===== src/hw/rtl/rme_pkg.sv =====
`timescale 1ns / 1ps

package rme_pkg;

    localparam int FRAC_IN   = 14;
    localparam int ANG_FRAC  = 30;
    localparam int OUT_FRAC  = 13;
    localparam int ITER      = 16;
    localparam int SCALE_SH  = ANG_FRAC - FRAC_IN;
    localparam int CW        = ANG_FRAC + 4;
    localparam int SQ_STEPS  = FRAC_IN + 1;
    localparam int SQW       = 2 * FRAC_IN + 2;
    localparam int OUT_SH    = ANG_FRAC - OUT_FRAC;
    localparam int ENT_W     = 16;
    localparam int ROOT_W    = FRAC_IN + 1;

    localparam logic signed [ENT_W-1:0] ONE_Q     = ENT_W'(1 << FRAC_IN);
    localparam logic signed [CW-1:0]    HALF_PI_Q = CW'(64'sd1686629713);
    localparam logic signed [15:0]      HALF_PI_OUT = 16'sd12868;
    localparam logic signed [15:0]      OUT_LIMIT   = 16'sd25736;

    typedef logic signed [ENT_W:0] ent_t;
    typedef logic signed [CW-1:0]  ang_t;

    typedef enum logic [1:0] {
        POLE_NONE  = 2'd0,
        POLE_NORTH = 2'd1,
        POLE_SOUTH = 2'd2
    } pole_t;

    function automatic ang_t atan_val(input int i);
        logic [31:0] v;
        begin
            case (i)
                0:  v = 32'd843314856;
                1:  v = 32'd497837829;
                2:  v = 32'd263043836;
                3:  v = 32'd133525158;
                4:  v = 32'd67021686;
                5:  v = 32'd33543515;
                6:  v = 32'd16775850;
                7:  v = 32'd8388437;
                8:  v = 32'd4194282;
                9:  v = 32'd2097149;
                10: v = 32'd1048575;
                11: v = 32'd524287;
                12: v = 32'd262143;
                13: v = 32'd131071;
                14: v = 32'd65535;
                15: v = 32'd32767;
                16: v = 32'd16383;
                17: v = 32'd8191;
                18: v = 32'd4095;
                19: v = 32'd2047;
                20: v = 32'd1023;
                21: v = 32'd511;
                22: v = 32'd255;
                23: v = 32'd127;
                default: v = 32'd0;
            endcase
            atan_val = CW'(v);
        end
    endfunction

    // round half away from zero to the output format, then clamp
    function automatic logic signed [15:0] to_out(input ang_t a);
        logic [CW-1:0] mag;
        logic [CW-1:0] r;
        logic signed [15:0] q;
        begin
            mag = a[CW-1] ? CW'(-a) : CW'(a);
            r   = (mag + (CW'(1) << (OUT_SH - 1))) >> OUT_SH;
            if (r > CW'(OUT_LIMIT))
                q = OUT_LIMIT;
            else
                q = 16'(r);
            to_out = a[CW-1] ? -q : q;
        end
    endfunction

endpackage


===== src/hw/rtl/rme_isqrt.sv =====
`timescale 1ns / 1ps

module rme_isqrt
    import rme_pkg::*;
(
    input  logic              clk,
    input  logic              en,
    input  logic [SQW-1:0]    v,
    output logic [ROOT_W-1:0] root
);

    logic [SQW-1:0] v_reg   [0:SQ_STEPS-1];
    logic [SQW-1:0] res_reg [0:SQ_STEPS-1];

    genvar k;
    generate
        for (k = 0; k < SQ_STEPS; k++) begin : g_step
            localparam logic [SQW-1:0] BIT = SQW'(1) << (2 * (SQ_STEPS - 1 - k));
            logic [SQW-1:0] v_in;
            logic [SQW-1:0] res_in;
            if (k == 0) begin : g_first
                assign v_in   = v;
                assign res_in = '0;
            end
            else begin : g_next
                assign v_in   = v_reg[k-1];
                assign res_in = res_reg[k-1];
            end
            always_ff @(posedge clk)
            begin
                if (en)
                begin
                    if (v_in >= res_in + BIT)
                    begin
                        v_reg[k]   <= v_in - (res_in + BIT);
                        res_reg[k] <= (res_in >> 1) + BIT;
                    end
                    else
                    begin
                        v_reg[k]   <= v_in;
                        res_reg[k] <= res_in >> 1;
                    end
                end
            end
        end
    endgenerate

    assign root = res_reg[SQ_STEPS-1][ROOT_W-1:0];

endmodule


===== config.mk =====
export PLATFORM = sky130hd
export DESIGN_NAME = rme_isqrt
export DESIGN_NICKNAME = d
export VERILOG_FILES = /design/src/hw/rtl/rme_pkg.sv /design/src/hw/rtl/rme_isqrt.sv
export SDC_FILE = /design/constraint.sdc
export NUM_CORES = 1
export LEC_CHECK = 0
export BUFFER_PORTS_ARGS = -buffer_cell sky130_fd_sc_hd__buf_2
export CORE_MARGIN = 2
export CORE_UTILIZATION = 55
export CTS_BUF_LIST = sky130_fd_sc_hd__clkbuf_4
export CTS_CLUSTER_DIAMETER = 100
export DETAILED_ROUTE_END_ITERATION = 12
export GPL_TIMING_DRIVEN = 0
export PLACE_DENSITY_LB_ADDON = 0.05
export SYNTH_ARGS = -nofsm -noshare
export SYNTH_HDL_FRONTEND = slang
export SYNTH_SLANG_ARGS = --single-unit

===== constraint.sdc =====
create_clock -name clk -period 6.4 [get_ports clk]
set_input_delay 0.32 -clock clk [delete_from_list [all_inputs] [get_ports clk]]
set_output_delay 0.32 -clock clk [all_outputs]
set_load 0.02 [all_outputs]

==> results.cfg, run 1 <==
[power]
p_seq_share_pct = 52.7
leakagePower_nw = 11.0
swShare_pct = 28.0
p_comb_share_pct = 15.7
p_int_w = 0.00640
clkPwrFrac_pct = 31.6
peakVddDrop_mv = 0.208
p_sw_w = 0.00249
pwr_density_cell_nw_per_um2 = 309

[floorplanning]
die_w_um = 219
core_um2 = 45500
dieArea_um2 = 48000
io_pins = 47
rows = 78
initial_utilization_pct = 55.9
die_h_um = 219

[route]
num_vias = 16400
detail_route.wl_per_cell_um = 19.6
drtIter0Drc = 952
wl_mm = 57.3
drc = 0
drtAntennaViolNets = 0
drt_first_pass_iters = 5
vias_per_cell = 5.61

[final_layout]
final-instance-count-excl-fill = 2916
fill_cells = 3547
layout.nets = 2381
fin_area_um2 = 28800
area_growth_pct = 13.2
multi_input_area_um2 = 8460
largest_register_ffs = 420
area.sequential_um2 = 16200
drive_above_1_share_pct = 13.5

[grt]
grt_usage_pct = 24.9
first_global_vias = 16600
grt_start_max_net_pins = 43
grt_pass1_wl_mm = 89.1
grt_overflow_total = 0
antenna_found_initial = 2

[setup_path]
end_kind = flop
path_max_fanout = 10
crit_chain = ha_1 -> a21oi_1 -> o22ai_1 -> a2111oi_0 -> o2111a_1 -> clkbuf_1 -> buf_1 -> nand2_1 -> o21ai_0
max_stage_delay_ns = 0.81
critical_path_required_ns = 7.11
path_delay_family = compound AO/OA/AOI/OAI gates
arrival_ns = 4.87
cpMaxStageDelayCell = a2111oi_0
start_kind = flop
path_class = flop to flop
crit_start = v_reg[1][101]
cp_num_buf_inv = 2
worstReg2RegStart = v_reg[1][101]

[synth]
synth_cell_types = 66
ys_warn_count = 0
synth_nets = 2130
synth_edf_count = 540
ys_async_sr_fraction_pct = 0
synth_cells = 1966
syn_area_per_cell_um2 = 12.9
ys_seq_area_share_pct = 63.8
netlist_area_um2 = 25400
yosys_register_bits = 540
synth_ff_type = edfxtp_1

[hold_path]
hp-start = v[26]
hold_path_class = primary input to flop

[job]
drv_cap = 0

[place]
postPlaceCellArea_um2 = 26500
dpl.cell_count = 2617
io_buffers = 46
gp_congestion = 0.921
hpwl_mm = 41.9

[clocking]
numClockSinks = 540
clk_pin_slew_ns = 0.06
cts_tree = yes
clkLatencyLatePin_ns = 0.99
cts_buffer_depth = 3
clockRootBuffer = clkbuf_4
cts_inserted_buffers = 140
cts_setup_buffers = 0
htreeDepth = 4

[timing]
fin_crit_sh_pct = 65.1
rsz0062_at_grt = false
min_period_ns = 4.17
report.final.slew_viol_count = 0
worst_pin_slew_ns = 1.33
hold_viol_final = 0
fmax_ghz = 0.240
fin_worst_skew_ns = 0.0518
setup_violations = 0
whs_ns = 0.0999
finalSetupTns_ns = 0
slew_headroom_pct = 10.4

[outcome]
outcome = complete, no violations
cell usage after synthesis, types with 10 or more instances:
| cell | number | area (um^2) |
|---|---|---|
| o21a_1 | 29 | 218 |
| edfxtp_1 | 540 | 16200 |
| o21ai_0 | 115 | 576 |
| or4_1 | 15 | 113 |
| nor4_1 | 61 | 382 |
| nor2b_1 | 22 | 138 |
| ha_1 | 132 | 1650 |
| nor3_1 | 60 | 300 |
| xor2_1 | 92 | 806 |
| inv_1 | 156 | 586 |
| a21o_1 | 25 | 188 |
| nand3_1 | 23 | 115 |
| clkbuf_1 | 37 | 139 |
| nor2_1 | 102 | 383 |
| xnor2_1 | 82 | 718 |
| nand4_1 | 27 | 169 |
| or3_1 | 17 | 106 |
| nand2_1 | 129 | 484 |
| a21oi_1 | 86 | 430 |
| nand2b_1 | 37 | 231 |
| or2_2 | 15 | 93.8 |
| nor4b_1 | 10 | 87.6 |
repair_timing:
item	4_1_cts	5_1_grt
hold buffers	58	0
resized for setup	0	0
hold endpoints to repair	32	0
power by group through the flow:
stage | clock network (W) | registers (W) | logic [W]
finish | 0.00281 | 0.00468 | 0.00140
CTS | 0.00289 | 0.00468 | 0.00139
floorplan | 0 | 0.00464 | 0.00101
global route | 0.00307 | 0.00472 | 0.00155
global placement | 0 | 0.00475 | 0.00132
detailed placement | 0 | 0.00475 | 0.00135
stage by stage:
stage	utilization, %	setup WS [ns]	power, W
floorplan	-	3.58	0.00566
global placement	58.1	2.30	0.00607
detailed placement	58.3	2.44	0.00610
CTS	63.3	2.41	0.00896
global route	63.3	2.09	0.00935
finish	63.3	2.23	0.00888
area by class of cell:
| cell class | count | area share [%] |
|---|---|---|
| Sequential cell | 540 | 56.3 |
| Multi-Input combinational cell | 1227 | 29.4 |
| Clock buffer | 187 | 4.88 |
| Timing Repair Buffer | 109 | 3.17 |
| Tap cell | 600 | 2.61 |
| Inverter | 156 | 2.03 |
| Clock inverter | 50 | 0.904 |
| Buffer | 43 | 0.643 |
| Antenna cell | 4 | 0.0348 |
placed cells by master (no fill, tap or decap), types with 17 or more instances in the layout:
cell type,Yosys,layout
xor2_1,92,92
nand2_1,129,129
a21o_1,25,25
ha_1,132,132
nand3_1,23,23
o21ai_0,115,115
nand4_1,27,27
or3_1,17,17
a21oi_1,86,86
clkbuf_4,0,187
dlygate4sd3_1,0,58
nor2b_1,22,22
inv_1,156,156
edfxtp_1,540,540
xnor2_1,82,82
nor3_1,60,60
nand2b_1,37,37
clkbuf_1,37,23
o21a_1,29,29
buf_2,5,51
clkinv_1,0,30
nor4_1,61,61
nor2_1,102,102
cell families (layout without fill, tap and decap cells):
family	Yosys count	count (layout)	share of synthesized area (%)
simple gates	569	569	12.0
flops	540	540	63.8
compound gates	336	336	8.11
buf+inv	199	545	2.96
xor+xnor	174	174	5.99
fa+ha+maj	132	132	6.50
mux	16	16	0.674
other cells	0	4	0
layer usage:
layer | part of all wire, % | GRT usage [%]
met1 | 41 | 29.6
met2 | 51 | 43.4
met3 | 5.4 | 6.54
met4 | 2.6 | 9.23
met5 | 0 | 0
final timing paths:
check,to,slack [ns],cells past startpoint
max,v_reg[1][131],2.23,9
min,v_reg[0][26],0.1,2
max reg2reg,v_reg[1][131],2.23,9
min reg2reg,v_reg[0][190],0.43,0
No activity file was read; power rests on OpenSTA's default activity.
==> inputs of run 2 (changes only) <==
- ABC_AREA: not set -> 1
- clock period: 6.4 -> 3.45 ns (I/O delays scaled with it)
==> results.cfg, run 2 <==
[route]
drtIter0Drc = 1840
detail_route.wl_per_cell_um = 17.2
vias_per_cell = 5.24
num_vias = 23900
drt_first_pass_iters = 6
drtAntennaViolNets = 0
wl_mm = 78.5
drc = 0

[place]
io_buffers = 46
hpwl_mm = 60.8
gp_congestion = 0.968

[final_layout]
layout.nets = 3927
drive_above_1_share_pct = 9.40
fin_util_pct = 62.0
final_common_cell = nand2_1
final_cell_mix = nand2_1 (1087), inv_1 (612), edfxtp_1 (540)
area_growth_pct = 12.1
largest_register_ffs = 420

[floorplanning]
die_h_um = 239
dieArea_um2 = 57000
die_w_um = 239
initial_utilization_pct = 55.3
core_um2 = 54800
rows = 86
io_pins = 47

[outcome]
outcome = complete, no violations

[synth]
synth_nets = 3670
syn_area_per_cell_um2 = 8.64
synth_area_leaders = edfxtp_1 (54%), nand2_1 (13%), inv_1 (7.6%)
yosysTopAreaCell = edfxtp_1
ys_seq_area_share_pct = 53.5
synth_edf_count = 540
synth_cell_types = 49
netlist_area_um2 = 30300
synth_common_cells = nand2_1 (1087), inv_1 (612), edfxtp_1 (540)
ys_async_sr_fraction_pct = 0
synth_ff_type = edfxtp_1
synth_cells = 3506
synth_top_area_share_pct = 53.5
synth.most_common_cell = nand2_1
ys_warn_count = 0
yosys_register_bits = 540

[clocking]
numClockSinks = 540
cts_setup_buffers = 0
cts_inserted_buffers = 143
clkLatencyLatePin_ns = 1.00
clk_pin_slew_ns = 0.07
cts.repair.resized = 0
clockRootBuffer = clkbuf_4
cts_buffer_depth = 3
cts_tree = yes
htreeDepth = 4

[timing]
hold_viol_final = 0
report.final.slew_viol_count = 0
slew_headroom_pct = 41.2
fin_crit_sh_pct = 77.9
setup_violations = 0
fin_worst_skew_ns = 0.0807
fmax_ghz = 0.372
rsz0062_at_grt = false
finalSetupTns_ns = 0
min_period_ns = 2.69
worst_pin_slew_ns = 0.882

[power]
p_sw_w = 0.00583
peakVddDrop_mv = 0.437
p_int_w = 0.0123
leakagePower_nw = 15.8
pwr_density_cell_nw_per_um2 = 533
swShare_pct = 32.2
p_comb_share_pct = 20.9
p_seq_share_pct = 47.8
clkPwrFrac_pct = 31.3

[setup_path]
path_class = flop to flop
path_delay_family = simple AND/OR/NAND/NOR gates
crit_chain = inv_1 -> ha_1 -> nand2_1 -> nand2_1 -> nor2_2 -> o21ai_2 -> a21oi_1 -> nand2_2 -> buf_6 -> nand3_1 -> nand2_1
start_kind = flop
end_kind = flop
rrSetupSlack_ns = 0.76
arrival_ns = 3.34
crit_path_frequent_cell = nand2_1
max_stage_delay_ns = 0.40
cpMaxStageDelayCell = edfxtp_1
cp_num_buf_inv = 2
path_max_fanout = 10
critical_path_required_ns = 4.10

[grt]
grt_overflow_total = 0
grt_pass1_wl_mm = 123
grt_usage_pct = 28.3
first_global_vias = 23200
antenna_found_initial = 2
grt_start_max_net_pins = 41

[hold_path]
hold_path_class = primary input to flop

[job]
drv_cap = 0
-- run 2: per-stage QoR --
| stage | hold WS [ns] | total power, W | setup WS (ns) | instances | area [um^2] |
|---|---|---|---|---|---|
| 2_1_floorplan | 0.271 | 0.0112 | 1.46 | 3506 | 30300 |
| 3_3_place_gp | 0.349 | 0.0124 | 0.477 | 4256 | 31400 |
| 3_5_place_dp | 0.351 | 0.0125 | 0.814 | 4260 | 31500 |
| 4_1_cts | 0.0761 | 0.0182 | 0.842 | 4565 | 33900 |
| 5_1_grt | 0.196 | 0.0192 | 0.657 | 4566 | 33900 |
| 6_report | 0.216 | 0.0181 | 0.761 | 4567 | 33900 |
-- run 2: path summary, 6_finish.rpt --
| kind | cells after the start | startpoint | endpoint |
|---|---|---|---|
| setup / recovery | 11 | res_reg[1][69] | v_reg[1][116] |
| hold / removal | 5 | v[29] | v_reg[0][29] |
| setup reg to reg | 11 | res_reg[1][69] | v_reg[1][116] |
| hold reg to reg | 0 | v_reg[0][216] | v_reg[1][6] |
-- run 2: cell type report --
| type | instances | area, um^2 |
|---|---|---|
| diodes | 2 | 5.00 |
| clock buffers | 182 | 1370 |
| inverters | 617 | 2320 |
| multi-input cells | 2311 | 11500 |
| clock inverters | 61 | 462 |
| plain buffers | 38 | 248 |
| repair buffers | 112 | 931 |
| fillers | 4760 | 20800 |
| well taps | 704 | 881 |
| flip-flops and latches | 540 | 16200 |
-- run 2: per-layer routing --
| metal | global-route usage (%) | up-vias | part of all wire, % |
|---|---|---|---|
| met5 | 0 | - | 0 |
| met4 | 14.1 | 0 | 4.4 |
| met3 | 4.79 | 197 | 5.4 |
| met2 | 46.7 | 795 | 47 |
| met1 | 36.1 | 11000 | 43 |
| li1 | - | 11900 | - |
-- run 2: worst register-to-register path, stage by stage (launching register included) --
cell and delay, ns:
edfxtp_1 0.40, inv_1 0.06, ha_1 0.35, nand2_1 0.09, nand2_1 0.09, nor2_2 0.25, o21ai_2 0.15, a21oi_1 0.32
nand2_2 0.19, buf_6 0.19, nand3_1 0.07, nand2_1 0.21
-- run 2: kinds of logic after synthesis --
family / count (synthesis) / share of synthesized area (%)
adder cells (fa/ha/maj): 132 / 5.45
flip-flops: 540 / 53.5
XOR/XNOR: 91 / 2.63
AO/OA/AOI/OAI: 196 / 3.57
buffers and inverters: 655 / 8.42
AND/OR/NAND/NOR: 1892 / 26.4
-- run 2: power groups by stage --
stage	sequential, W	combinational (W)	clock [W]
2_1_floorplan	0.00852	0.00273	0
3_3_place_gp	0.00879	0.00360	0
3_5_place_dp	0.00878	0.00367	0
4_1_cts	0.00865	0.00374	0.00585
5_1_grt	0.00871	0.00430	0.00617
6_report	0.00866	0.00378	0.00567
-- run 2: repair_timing --
action / CTS / global route
hold buffers: 62 / 0
setup endpoints to repair: 0 / 0
hold endpoints to repair: 65 / 0
==> inputs of run 3 (changes only) <==
- clock period: 3.45 -> 2.75 ns (I/O delays scaled with it)
==> results.cfg, run 3 (synthesized netlist as in run 2, its figures left out) <==
[outcome]
outcome = complete, no violations

[floorplanning]
core_um2 = 54800
die_w_um = 239
initial_utilization_pct = 55.3
rows = 86
dieArea_um2 = 57000
die_h_um = 239
io_pins = 47

[setup_path]
path_class = flop to flop
path_max_fanout = 10
arrival_ns = 3.32
critical_path_required_ns = 3.44
end_kind = flop
start_kind = flop

[final_layout]
final_cell_mix = nand2_1 (1087), inv_1 (612), edfxtp_1 (540)
fill_cells = 4761
largest_register_ffs = 420
layout.nets = 3927
fin_area_um2 = 34000
final_common_cell = nand2_1
area_growth_pct = 12.1
drive_above_1_share_pct = 9.43
final-instance-count-excl-fill = 4567

[power]
clkPwrFrac_pct = 31.3
power.total_w = 0.0227
p_int_w = 0.0154
leakagePower_nw = 15.8
peakVddDrop_mv = 0.549
p_comb_share_pct = 20.9
p_sw_w = 0.00732
swShare_pct = 32.2
p_seq_share_pct = 47.8
pwr_density_cell_nw_per_um2 = 669

[clocking]
htreeDepth = 4
cts_setup_buffers = 0
clk_pin_slew_ns = 0.07
numClockSinks = 540
cts_inserted_buffers = 143
clkLatencyLatePin_ns = 1.00
clockRootBuffer = clkbuf_4
cts_tree = yes
cts_buffer_depth = 3

[route]
num_vias = 23900
vias_per_cell = 5.24
drtAntennaViolNets = 0
wl_mm = 78.6
detail_route.wl_per_cell_um = 17.2
drt_first_pass_iters = 6
drc = 0
drtIter0Drc = 1892

[job]
drv_cap = 0

[place]
hpwl_mm = 60.8
gp_congestion = 0.968
io_buffers = 46
pre_cts_ws_ns = 0.114
postPlaceCellArea_um2 = 31500
dpl.cell_count = 4260

[timing]
worst_slack_ns = 0.125
finalSetupTns_ns = 0
min_period_ns = 2.62
rsz0062_at_grt = false
report.final.slew_viol_count = 0
worst_pin_slew_ns = 0.880
fin_worst_skew_ns = 0.0836
setup_violations = 0
hold_viol_final = 0
slew_headroom_pct = 41.3
fmax_ghz = 0.381
fin_crit_sh_pct = 95.4

[grt]
grt_pass1_wl_mm = 123
grt_overflow_total = 0
antenna_found_initial = 2
grt_usage_pct = 28.3
grt_start_max_net_pins = 41
first_global_vias = 23200

[hold_path]
hold_path_class = primary input to flop
-- run 3: cell types whose count changed in the layout (fill, tap and decap cells not counted) --
cell / delta
a21oi_1: -1
a21oi_2: +1
-- run 3: path summary, 6_finish.rpt --
check        slack [ns]          start  cells after the start            end
max                0.13  v_reg[1][107]                      8  v_reg[1][130]
min                0.18          v[29]                      5   v_reg[0][29]
max reg2reg        0.13  v_reg[1][107]                      8  v_reg[1][130]
min reg2reg        0.41  v_reg[0][216]                      0    v_reg[1][6]
-- run 3: stage by stage --
step	utilization, %	hold WS (ns)
final	62.0	0.181
after global routing	62.0	0.161
after CTS	62.0	0.0411
after detailed placement	57.5	0.316
after global placement	57.3	0.314
after floorplan	-	0.236
-- run 3: what timing repair did --
action	CTS	global route
gates resized for setup	0	1
setup endpoints to repair	0	1
hold buffers	62	0
endpoints found under the hold margin	70	0
-- run 3: layout make-up --
cell class / count / area (um^2) / share of cell area [%]
Antenna cell: 2 / 5.00 / 0.0147
Buffer: 38 / 248 / 0.730
Clock buffer: 182 / 1370 / 4.02
Clock inverter: 61 / 462 / 1.36
Inverter: 617 / 2320 / 6.84
Multi-Input combinational cell: 2311 / 11500 / 33.9
Sequential cell: 540 / 16200 / 47.8
Tap cell: 704 / 881 / 2.59
Timing Repair Buffer: 112 / 931 / 2.74
-- run 3: power by group through the flow --
stage | clock, W | sequential (W) | combinational [W]
floorplan | 0 | 0.0107 | 0.00342
global placement | 0 | 0.0110 | 0.00451
detailed placement | 0 | 0.0110 | 0.00461
CTS | 0.00734 | 0.0109 | 0.00470
global route | 0.00774 | 0.0109 | 0.00539
finish | 0.00712 | 0.0109 | 0.00474
-- run 3: critical path, stage by stage, from the launching register on --
cell	delay, ns
edfxtp_1	0.47
ha_1	0.44
a21oi_1	0.23
nand2_1	0.09
a21oi_1	0.33
nand3_2	0.17
nor2_4	0.20
buf_4	0.23
o21ai_0	0.19
-- run 3: metal layers --
metal	routed length, um	GRT usage (%)
met1	34000	36.1
met2	37000	46.7
met3	4150	4.79
met4	3420	14.1
met5	0	0
